[src/rtl/tts_pkg.sv]
// ----------------------------------------------------------------------------
// Text token signature package
// Payload types, limits and byte classification helpers for the signature block.
// ----------------------------------------------------------------------------
package tts_pkg;

  // Only the first tokens of the joined text are hashed.
  localparam logic [15:0] TOKEN_LIMIT = 16'd12;
  // Length of the raw fallback prefix.
  localparam logic [6:0]  RAW_LIMIT   = 7'd64;
  localparam logic [15:0] COUNT_MAX   = 16'hFFFF;
  localparam logic [7:0]  SPACE_CHAR  = 8'h20;

  typedef struct packed {
    logic [7:0] text_byte;
    logic       end_of_text;
  } in_t;

  typedef struct packed {
    logic [15:0] signature;
    logic [15:0] token_total;
    logic        raw_prefix_used;
    logic [3:0]  rhythm_minutes;
  } out_t;

  function automatic logic is_space(input logic [7:0] b);
    is_space = (b inside {[8'h09:8'h0D], 8'h20});
  endfunction

  // ASCII punctuation plus the bytes of the UTF-8 curly quotes.
  function automatic logic is_punct(input logic [7:0] b);
    is_punct = (b inside {8'h2E, 8'h2C, 8'h3B, 8'h3A, 8'h21, 8'h3F, 8'h28, 8'h29,
                          8'h5B, 8'h5D, 8'h7B, 8'h7D, 8'h22, 8'h27,
                          8'hE2, 8'h80, 8'h9C, 8'h9D, 8'h98, 8'h99});
  endfunction

  function automatic logic [7:0] to_lower(input logic [7:0] b);
    to_lower = (b inside {[8'h41:8'h5A]}) ? (b + 8'h20) : b;
  endfunction

  // Thresholds standing in for 12 - floor(log1.6(count + 1)), clamped to 3..10.
  function automatic logic [3:0] minutes_for(input logic [15:0] cnt);
    if (cnt < 16'd4)       minutes_for = 4'd10;
    else if (cnt < 16'd6)  minutes_for = 4'd9;
    else if (cnt < 16'd10) minutes_for = 4'd8;
    else if (cnt < 16'd16) minutes_for = 4'd7;
    else if (cnt < 16'd26) minutes_for = 4'd6;
    else if (cnt < 16'd42) minutes_for = 4'd5;
    else if (cnt < 16'd68) minutes_for = 4'd4;
    else                   minutes_for = 4'd3;
  endfunction

endpackage

[src/rtl/text_token_signature.sv]
// ----------------------------------------------------------------------------
// Text token signature
// Streams text bytes, tokenizes and trims them, and reports a weighted hash.
// ----------------------------------------------------------------------------
// Usage: text enters one word per cycle while in_stall is low, on the in_
// channel (in_valid, in_stall, in_data); the word carrying end_of_text
// closes the text and produces one result word on the out_ channel
// (out_valid, out_stall, out_data). Other words produce no result.
// Throughput is one input word per clock while in_stall stays low. A word
// is held in the input register and updates the token state as it leaves
// it; the final word's result is loaded into the output register at the
// same clock, which raises out_valid.
// The per-word update is up to two 16 x 8 multiply-adds on the joined-text hash
// and one on the raw-prefix hash, all done in the same cycle.
// Reset clears all token state and the valid bits of both registers; after
// each result the state returns to its reset values, so the next word starts
// a new text. While a result waits under out_stall, words that end no text
// keep flowing; a second final word waits in the input register, and
// in_stall rises only then.
// ----------------------------------------------------------------------------
module text_token_signature
  import tts_pkg::*;
(
  input  logic clk,
  input  logic rst_n,
  input  logic in_valid,
  output logic in_stall,
  input  in_t  in_data,
  output logic out_valid,
  input  logic out_stall,
  output out_t out_data
);

  logic        in_valid_r;
  in_t         in_data_r;
  logic        out_valid_r;
  out_t        out_data_r;
  out_t        out_data_nxt;
  logic        advance;

  logic        has_letter_r, has_letter_nxt;
  logic [15:0] token_cnt_r, token_cnt_nxt;
  logic [15:0] joined_pos_r, joined_pos_nxt;
  logic [15:0] commit_sum_r, commit_sum_nxt;
  logic [15:0] pend_sum_r, pend_sum_nxt;
  logic [15:0] pend_len_r, pend_len_nxt;
  logic [15:0] raw_sum_r, raw_sum_nxt;
  logic [6:0]  raw_idx_r, raw_idx_nxt;

  logic [7:0]  b;
  logic [7:0]  lc;
  logic [15:0] raw_pos;
  logic [15:0] punct_pos;
  logic [15:0] pend_len_eff;
  logic [15:0] pend_sum_eff;
  logic [15:0] sep_pos;
  logic [15:0] letter_pos;
  logic        add_sep;
  logic [15:0] cnt_new;

  // A final word may only leave the input register when the output slot is free.
  assign advance  = in_valid_r && !(in_data_r.end_of_text && out_valid_r && out_stall);
  assign in_stall = in_valid_r && !advance;

  assign b  = in_data_r.text_byte;
  assign lc = to_lower(b);

  assign raw_pos   = {9'd0, raw_idx_r} + 16'd1;
  assign punct_pos = joined_pos_r + pend_len_r + 16'd1;

  // Pending punctuation only exists inside a token that already has a letter.
  assign pend_len_eff = has_letter_r ? pend_len_r : 16'd0;
  assign pend_sum_eff = has_letter_r ? pend_sum_r : 16'd0;

  assign cnt_new = (!has_letter_r && token_cnt_r != COUNT_MAX) ? token_cnt_r + 16'd1
                                                               : token_cnt_r;
  assign add_sep = !has_letter_r && (cnt_new > 16'd1) && (cnt_new <= TOKEN_LIMIT);
  assign sep_pos = joined_pos_r + 16'd1;
  assign letter_pos = joined_pos_r + {15'd0, add_sep} + pend_len_eff + 16'd1;

  always_comb begin
    has_letter_nxt = has_letter_r;
    token_cnt_nxt  = token_cnt_r;
    joined_pos_nxt = joined_pos_r;
    commit_sum_nxt = commit_sum_r;
    pend_sum_nxt   = pend_sum_r;
    pend_len_nxt   = pend_len_r;
    raw_sum_nxt    = raw_sum_r;
    raw_idx_nxt    = raw_idx_r;

    if (raw_idx_r < RAW_LIMIT) begin
      raw_sum_nxt = raw_sum_r + raw_pos * {8'd0, b};
      raw_idx_nxt = raw_idx_r + 7'd1;
    end

    if (is_space(b)) begin
      has_letter_nxt = 1'b0;
      pend_sum_nxt   = 16'd0;
      pend_len_nxt   = 16'd0;
    end else if (is_punct(b)) begin
      if (has_letter_r && token_cnt_r <= TOKEN_LIMIT) begin
        pend_sum_nxt = pend_sum_r + punct_pos * {8'd0, b};
        pend_len_nxt = pend_len_r + 16'd1;
      end
    end else begin
      has_letter_nxt = 1'b1;
      token_cnt_nxt  = cnt_new;
      if (!has_letter_r) begin
        pend_sum_nxt = 16'd0;
        pend_len_nxt = 16'd0;
      end
      if (cnt_new <= TOKEN_LIMIT) begin
        // Separator, then pending punctuation, then the letter itself.
        commit_sum_nxt = commit_sum_r + pend_sum_eff + letter_pos * {8'd0, lc}
                       + (add_sep ? sep_pos * {8'd0, SPACE_CHAR} : 16'd0);
        joined_pos_nxt = letter_pos;
        pend_sum_nxt   = 16'd0;
        pend_len_nxt   = 16'd0;
      end
    end

    out_data_nxt.token_total     = token_cnt_nxt;
    out_data_nxt.raw_prefix_used = (token_cnt_nxt == 16'd0);
    out_data_nxt.signature       = (token_cnt_nxt == 16'd0) ? raw_sum_nxt : commit_sum_nxt;
    out_data_nxt.rhythm_minutes  = minutes_for(token_cnt_nxt);
  end

  always_ff @(posedge clk) begin
    if (!rst_n) begin
      in_valid_r <= 1'b0;
    end else if (!in_stall) begin
      in_valid_r <= in_valid;
    end
  end

  always_ff @(posedge clk) begin
    if (!in_stall && in_valid) begin
      in_data_r <= in_data;
    end
  end

  always_ff @(posedge clk) begin
    if (!rst_n) begin
      has_letter_r <= 1'b0;
      token_cnt_r  <= 16'd0;
      joined_pos_r <= 16'd0;
      commit_sum_r <= 16'd0;
      pend_sum_r   <= 16'd0;
      pend_len_r   <= 16'd0;
      raw_sum_r    <= 16'd0;
      raw_idx_r    <= 7'd0;
    end else if (advance) begin
      if (in_data_r.end_of_text) begin
        has_letter_r <= 1'b0;
        token_cnt_r  <= 16'd0;
        joined_pos_r <= 16'd0;
        commit_sum_r <= 16'd0;
        pend_sum_r   <= 16'd0;
        pend_len_r   <= 16'd0;
        raw_sum_r    <= 16'd0;
        raw_idx_r    <= 7'd0;
      end else begin
        has_letter_r <= has_letter_nxt;
        token_cnt_r  <= token_cnt_nxt;
        joined_pos_r <= joined_pos_nxt;
        commit_sum_r <= commit_sum_nxt;
        pend_sum_r   <= pend_sum_nxt;
        pend_len_r   <= pend_len_nxt;
        raw_sum_r    <= raw_sum_nxt;
        raw_idx_r    <= raw_idx_nxt;
      end
    end
  end

  always_ff @(posedge clk) begin
    if (!rst_n) begin
      out_valid_r <= 1'b0;
    end else if (advance && in_data_r.end_of_text) begin
      out_valid_r <= 1'b1;
    end else if (!out_stall) begin
      out_valid_r <= 1'b0;
    end
  end

  always_ff @(posedge clk) begin
    if (advance && in_data_r.end_of_text) begin
      out_data_r <= out_data_nxt;
    end
  end

  assign out_valid = out_valid_r;
  assign out_data  = out_data_r;

endmodule
[config.mk]
export PLATFORM = sky130hd
export DESIGN_NAME = text_token_signature
export DESIGN_NICKNAME = d
export VERILOG_FILES = /design/src/rtl/tts_pkg.sv /design/src/rtl/text_token_signature.sv
export SDC_FILE = /design/constraint.sdc
export NUM_CORES = 1
export LEC_CHECK = 0
export ABC_AREA = 1
export BUFFER_PORTS_ARGS = -buffer_cell sky130_fd_sc_hd__buf_2
export CAP_MARGIN = 0
export CORE_ASPECT_RATIO = 0.75
export CORE_MARGIN = 2
export CORE_UTILIZATION = 40
export DETAILED_ROUTE_END_ITERATION = 6
export PLACE_DENSITY_LB_ADDON = 0.3
export SLEW_MARGIN = 5
export SYNTH_ARGS = -nofsm -noshare
export SYNTH_HDL_FRONTEND = slang
export SYNTH_SLANG_ARGS = --single-unit
[constraint.sdc]
create_clock -name clk -period 10.6 [get_ports clk]
set_input_delay 2.12 -clock clk [delete_from_list [all_inputs] [get_ports clk]]
set_output_delay 2.12 -clock clk [all_outputs]
set_load 0.01 [all_outputs]
==> run metrics, run 1 <==
status completed; Area contributors post-synth fa_1, nand2_1, dfxtp_1; distinct cell type count after synthesis 55; First DRT Iteration DRCs 1541; initial antenna violation count 0; Vias 17400; routability cong. 0.936; First-pass DRT Iterations 6; worst-path fanout max 16; Die ar. ~0.05 mm²; Psw 715 µW; Critical Path RT about 11000 ps; Main synth FF type dfxtp_1; Initial Util between 40% and 50%; Core Area 0.0486 mm²; Post-Syn Instances about 2800; clk slew on worst S/H paths 70 ps; clk root buf clkbuf_16; largest family of logic cells by synthesized area adder cells; Syn Area/Cell 7.11 µm²; multiplexer share of the synthesized area 0%; count of state elements after synthesis 152; Leakage 10.4 nW; GRT Total Usage a little under a quarter; Detailed Route WL ~57000 µm; total grt overflow 0; simple-gate portion of the synthesized area 24.2%; Reg2Reg Depth 57; port bufs 51; std cell rows 70; die height between 150 and 200 µm; post-synthesis adder-cell area fraction roughly a third; synthesized cell area between 0.015 and 0.02 mm²; Worst Clk Skew 15.4 ps; vias per cell 5.10; CTS buffer count 17; clock buffer depth 2; CTS tree built; Fin. Hold Viols 0; fmax 104 MHz; pwr dens between 80 and 90 mW/mm²; Routed Antenna Nets 0; largest net degree at the start of global routing 74; I/O pin count 52; clock power share between 30% and 40%; first-pass GRT wire length 92700 µm; post-synth top area share 22.6%; fraction of registers with async set/reset 0%; ant diodes 0; CTS Sinks ~150; cell depth of the worst min-delay path 2; Hold WC Path Type reg -> reg; vias in the first global route 16800; Rel. slew slack 31.3%; VDD IR-drop max 102 µV; Worst Tran Pin Value 1030 ps; Min Hold Slack 469 ps; DP HPWL 44900 µm; final worst-path cycle share ~90%; H-tree Lvls 4; Seq/Total Area, Yosys roughly 18%; most frequent CP cell nand2_1; switching share of power 39.1%; drc violations 0; arrival time at the worst endpoint 9820 ps; TNS Setup 0 ps; Setup crit end kind flip-flop; Post-Synthesis Net Count roughly 3100; minimum clock period 9640 ps; Synth Area in XOR/XNOR around 3.1%; RSZ-0062 raised after global routing false; critical path's slowest cell fa_1; CP startpoint kind flip-flop; Gate power share 30.1%; WS Path Type reg -> reg; Final Net Count 3138; CP max stage delay 530 ps; most frequent cells in the layout nand2_1, inv_1, fa_1; fin util a little over two fifths; sequential share of power 34.9%; mean routed wirelength per cell 16.8 µm; leading cell type in the layout, fill and taps excluded nand2_1; Fillers between 5000 and 6000; Area Growth Syn to Fin 6.90%; Final Max Tran Viols 0; MaxCap Viol Count 0; Int Pwr about 1.1 mW; share of cells above drive strength 1 5.63%; Clk Latency, worst-skew pair 470 ps; final setup vio count 0; Synth Area in Compound Gates 9.78%; yosys warns 0; Die Wd between 200 and 300 µm; Post-synth EDFFs 46; Synth area leader fa_1
## timing repair
item	in CTS	in global routing
endpoints found under the setup margin	0	1
hold buffers	0	0
buffers inserted	0	0
resized for setup	0	1
## kinds of logic (layout without fill, tap and decap cells)
| logic type | count (synthesis) | after routing |
|---|---|---|
| AND/OR/NAND/NOR | 1167 | 1167 |
| buffers and inverters | 669 | 677 |
| adder cells (fa/ha/maj) | 367 | 367 |
| AO/OA/AOI/OAI | 341 | 341 |
| flip-flops | 152 | 152 |
| XOR/XNOR | 67 | 67 |
## area by class of cell
cell class | count | area [µm²] | share of cell area, %
multi-input cells | 1942 | 13600 | 64.5
flip-flops and latches | 152 | 3500 | 16.7
inverters | 580 | 2190 | 10.4
well taps | 648 | 811 | 3.86
clock buffers | 18 | 439 | 2.09
repair buffers | 65 | 360 | 1.71
clock inverters | 14 | 150 | 0.715
## per-layer routing
| layer | share of wire [%] | wire (µm) | track usage, % | up-vias |
|---|---|---|---|---|
| met4 | 0.96 | 553 | 3.60 | 0 |
| met2 | 41 | 23700 | 33.9 | 637 |
| li1 | - | - | - | 8446 |
| met5 | 0 | 0 | 0 | - |
| met1 | 49 | 28300 | 35.8 | 8303 |
| met3 | 8.5 | 4910 | 4.30 | 54 |
## per-stage QoR
step	worst slack (ps)	area (µm²)	total power, mW	instances
2_1_floorplan	2130	19700	1.05	2763
3_3_place_gp	1120	20400	1.19	3387
3_5_place_dp	889	20400	1.20	3387
4_1_cts	845	21000	1.84	3419
5_1_grt	146	21000	1.93	3419
6_report	958	21000	1.83	3419
## path summary, 6_finish.rpt
kind	start	to	slack (ps)
max	token_cnt_r[0]$_SDFFE_PN0P_	out_data[36]$_DFFE_PP_	960
min	raw_idx_r[5]$_SDFFE_PN0P_	raw_idx_r[5]$_SDFFE_PN0P_	470
max reg2reg	token_cnt_r[0]$_SDFFE_PN0P_	out_data[36]$_DFFE_PP_	960
min reg2reg	raw_idx_r[5]$_SDFFE_PN0P_	raw_idx_r[5]$_SDFFE_PN0P_	470
## cell usage after synthesis, drive strengths merged (23+ instances only)
| cell type | instances |
|---|---|
| inv | 579 |
| nand4 | 26 |
| ha | 145 |
| edfxtp | 46 |
| dfxtp | 106 |
| nand3 | 99 |
| o21ai | 121 |
| nand2 | 779 |
| xor2 | 45 |
| fa | 222 |
| buf | 23 |
| clkbuf | 66 |
| a21oi | 164 |
| nor2 | 221 |
## power by group through the flow
stage	sequential [mW]	combinational [mW]	clock [mW]
floorplan	0.648	0.402	0
global placement	0.651	0.538	0
detailed placement	0.652	0.548	0
CTS	0.639	0.551	0.645
global route	0.641	0.624	0.669
finish	0.639	0.551	0.639
## worst max-delay path, delay by kind of cell (launching register included)
family                     cells  cell delay (ps)
xor gates and xnor gates       1              350
and+or+nand+nor               30             3200
adders and majority gates     10             4090
buffers and inverters         12              810
AOI/OAI and AO/OA              4              450
DFF                            1              430
## state kept, by name, indices dropped and copies added, names as in the netlist
| signal | flops |
|---|---|
| out_data | 37 |
| commit_sum_r | 16 |
| joined_pos_r | 16 |
| pend_len_r | 16 |
| pend_sum_r | 16 |
| raw_sum_r | 16 |
| token_cnt_r | 16 |
| b | 8 |
| raw_idx_r | 7 |
| has_letter_r | 1 |
| in_data_r | 1 |
| in_valid_r | 1 |
| out_valid | 1 |
(Power assumes the default switching activity.)
==> inputs of run 2 (changes only) <==
--- a/config.mk
+++ b/config.mk
@@ -5,13 +5,13 @@
 export SDC_FILE = /design/constraint.sdc
 export NUM_CORES = 1
 export LEC_CHECK = 0
-export ABC_AREA = 1
 export BUFFER_PORTS_ARGS = -buffer_cell sky130_fd_sc_hd__buf_2
 export CAP_MARGIN = 0
 export CORE_ASPECT_RATIO = 0.75
 export CORE_MARGIN = 2
 export CORE_UTILIZATION = 40
 export DETAILED_ROUTE_END_ITERATION = 6
+export GPL_ROUTABILITY_DRIVEN = 0
 export PLACE_DENSITY_LB_ADDON = 0.3
 export SLEW_MARGIN = 5
 export SYNTH_ARGS = -nofsm -noshare
==> constraint.sdc (replaced) <==
create_clock -name clk -period 10.6 [get_ports clk]
set_input_delay 1.59 -clock clk [delete_from_list [all_inputs] [get_ports clk]]
set_output_delay 1.59 -clock clk [all_outputs]
set_load 0.01 [all_outputs]
==> run 2 against run 1 <==
  * Register-to-register slack worse by 520 ps
  * Largest cell class unchanged
  * Die area down 2.9%
  * Critical path type unchanged
  * Critical endpoint unchanged
  * Sequential power down 3%
  * Flip-flop and latch count unchanged
  * First-iteration DRC count down 16%
  * Clock power down 2%
  * Critical path depth down 21
  * Synthesized cell count down 21%
  * Combinational power down 41%
  * Final area down 1.9%
  * Power down 14%
  * Largest power group is now the clock network
  * Final cell count down 17%
==> run metrics, run 2 <==
status completed; CP startpoint kind flip-flop; most frequent CP cell fa_1; Post-synth EDFFs 46 (unchanged); Initial Util 40.4% (-0.043 points); leading cell type in the layout, fill and taps excluded inv_1; largest net degree at the start of global routing 57 (-23%); drc violations 0 (unchanged); std cell rows 69 (-1.4%); die height 193 µm (-1.5%); post-synthesis adder-cell area fraction 32.8% (+0.97 points); Synth Area in XOR/XNOR 6.15% (+3.0 points); CP max stage delay 730 ps (+200 ps); Routed Antenna Nets 0 (unchanged); Rel. slew slack 9.11% (-22 points); multiplexer share of the synthesized area 2.37% (+2.4 points); Post-Synthesis Net Count 2565 (-18%); port bufs 51 (unchanged); Synth area leader fa_1; first-pass GRT wire length 86200 µm (-7.0%); vias in the first global route 15400 (-8.2%); Die ar. 0.0495 mm² (-2.9%); distinct cell type count after synthesis 84 (+53%); yosys warns 0 (unchanged); vias per cell 5.41 (+6.0%); Main synth FF type dfxtp_1; clk root buf clkbuf_16; CTS buffer count 17 (unchanged); count of state elements after synthesis 152 (unchanged); GRT Total Usage 22.5% (-0.72 points); Clk Latency, worst-skew pair 470 ps (about the same); First-pass DRT Iterations 5 (-1); final setup vio count 0 (unchanged); MaxCap Viol Count 0 (unchanged); Die Wd 256 µm (-1.5%); pwr dens 76.4 mW/mm² (-12%); WS Path Type reg -> reg; Fillers 4646 (-7.2%); Worst Clk Skew 14.7 ps (-0.759 ps); Fin. Hold Viols 0 (unchanged); simple-gate portion of the synthesized area 19.9% (-4.3 points); final worst-path cycle share 95.9% (+4.9 points); Area Growth Syn to Fin 8.05%; Worst Tran Pin Value 1350 ps (+321 ps); largest family of logic cells by synthesized area adder cells; H-tree Lvls 4 (unchanged); synthesized cell area 0.0191 mm² (-3.0%); CTS tree built; Core Area 0.0472 mm² (-2.8%); Leakage 8.98 nW (-14%); Area contributors post-synth fa_1, dfxtp_1, ha_1; Final Max Tran Viols 0 (unchanged); clock buffer depth 2 (unchanged); fraction of registers with async set/reset 0% (unchanged); initial antenna violation count 3 (+3); Hold WC Path Type reg -> reg; most frequent cells in the layout inv_1, fa_1, nand2_1; fin util 43.6% (+0.42 points); First DRT Iteration DRCs 1287 (-16%); Final Net Count 2576 (-18%); Detailed Route WL 54900 µm (-4.4%); VDD IR-drop max 105 µV (+3.7%); Post-Place Setup Slack 231 ps (-658 ps); CTS Sinks 152 (unchanged); I/O pin count 52 (unchanged); share of cells above drive strength 1 7.24% (+1.6 points); DP HPWL 42200 µm (-6.1%); worst setup margin 437 ps (-520 ps); clk slew on worst S/H paths 70 ps (about the same); count leader, synth inv_1; Setup crit end kind flip-flop; fmax 98.4 MHz (-5.1%); arrival time at the worst endpoint 10360 ps (+540 ps); Syn Area/Cell 8.73 µm² (+23%); minimum clock period 10160 ps (+520 ps); mean routed wirelength per cell 19.3 µm (+15%); critical path's slowest cell o311ai_1; worst-path fanout max 9 (-7); Critical Path RT 10800 ps (+20 ps); total grt overflow 0 (unchanged); Post-Syn Instances 2185 (-21%); Post-synth top cells inv_1, fa_1, nand2_1, ha_1, nor2b_1; post-synth top area share 23.3% (+0.69 points); Seq/Total Area, Yosys 18.4% (+0.54 points); Vias 15400 (-12%); max reg flops 37 (unchanged); Synth Area in Compound Gates 11.7% (+1.9 points)
[run 2: report_power, final]
group | leakage, nW | switching, mW | internal (mW)
combinational | 7.40 | 0.208 | 0.116
sequential | 1.30 | 0.00945 | 0.614
clock | 0.280 | 0.283 | 0.344
[run 2: final timing paths]
check                                                 start  slack (ps)  cells after the start                         to
worst max-delay path            token_cnt_r[0]$_SDFFE_PN0P_         440                     36     out_data[36]$_DFFE_PP_
worst min-delay path              raw_sum_r[6]$_SDFFE_PN0P_         530                      2  raw_sum_r[6]$_SDFFE_PN0P_
worst max register to register  token_cnt_r[0]$_SDFFE_PN0P_         440                     36     out_data[36]$_DFFE_PP_
worst min register to register    raw_sum_r[6]$_SDFFE_PN0P_         530                      2  raw_sum_r[6]$_SDFFE_PN0P_
[run 2: cell families (layout without fill, tap and decap cells)]
group | after synthesis | after routing
simple gates | 739 | 739
buf+inv | 423 | 447
fa+ha+maj | 367 | 367
compound gates | 333 | 333
flops | 152 | 152
xor+xnor | 126 | 126
mux | 45 | 45
other cells | 0 | 3
[run 2: stage by stage]
step,power (mW),hold slack [ps],TNS (ps),area (µm²),cells
finish,1.57,534,0,20600,2851
global route,1.64,555,-13.0,20600,2848
CTS,1.58,530,0,20600,2845
detailed placement,0.957,518,0,20000,2813
global placement,0.950,503,0,20000,2813
floorplan,0.862,475,0,19100,2185
[run 2: layer usage]
layer	GRT usage, %	part of all wire, %
met1	31.7	47
met2	34.1	43
met3	6.21	8.4
met4	5.60	1.6
met5	0	0
[run 2: worst max-delay path, delay by kind of cell, from the launching register on]
| kind | cells | cell delay, ps |
|---|---|---|
| AO/OA/AOI/OAI | 9 | 2510 |
| XOR/XNOR | 3 | 800 |
| adder cells (fa/ha/maj) | 10 | 4080 |
| buffers and inverters | 5 | 510 |
| flip-flops | 1 | 500 |
| multiplexers | 2 | 230 |
| AND/OR/NAND/NOR | 7 | 1260 |
[run 2: repair_timing]
action | 4_1_cts | 5_1_grt
setup buffers | 0 | 3
gates resized for setup | 0 | 6
endpoints found under the setup margin | 0 | 4
hold endpoints to repair | 0 | 0
hold buffers | 0 | 0
[run 2: area by class of cell]
type	instances	area, µm²	share of cell area (%)
antenna	3	7.51	0.0364
clock buffer	22	475	2.31
clock inverter	10	90.1	0.437
inverter	324	1220	5.90
multi-input combinational	1610	14000	67.7
sequential	152	3500	17.0
tap	639	800	3.88
timing repair buffer	91	556	2.70
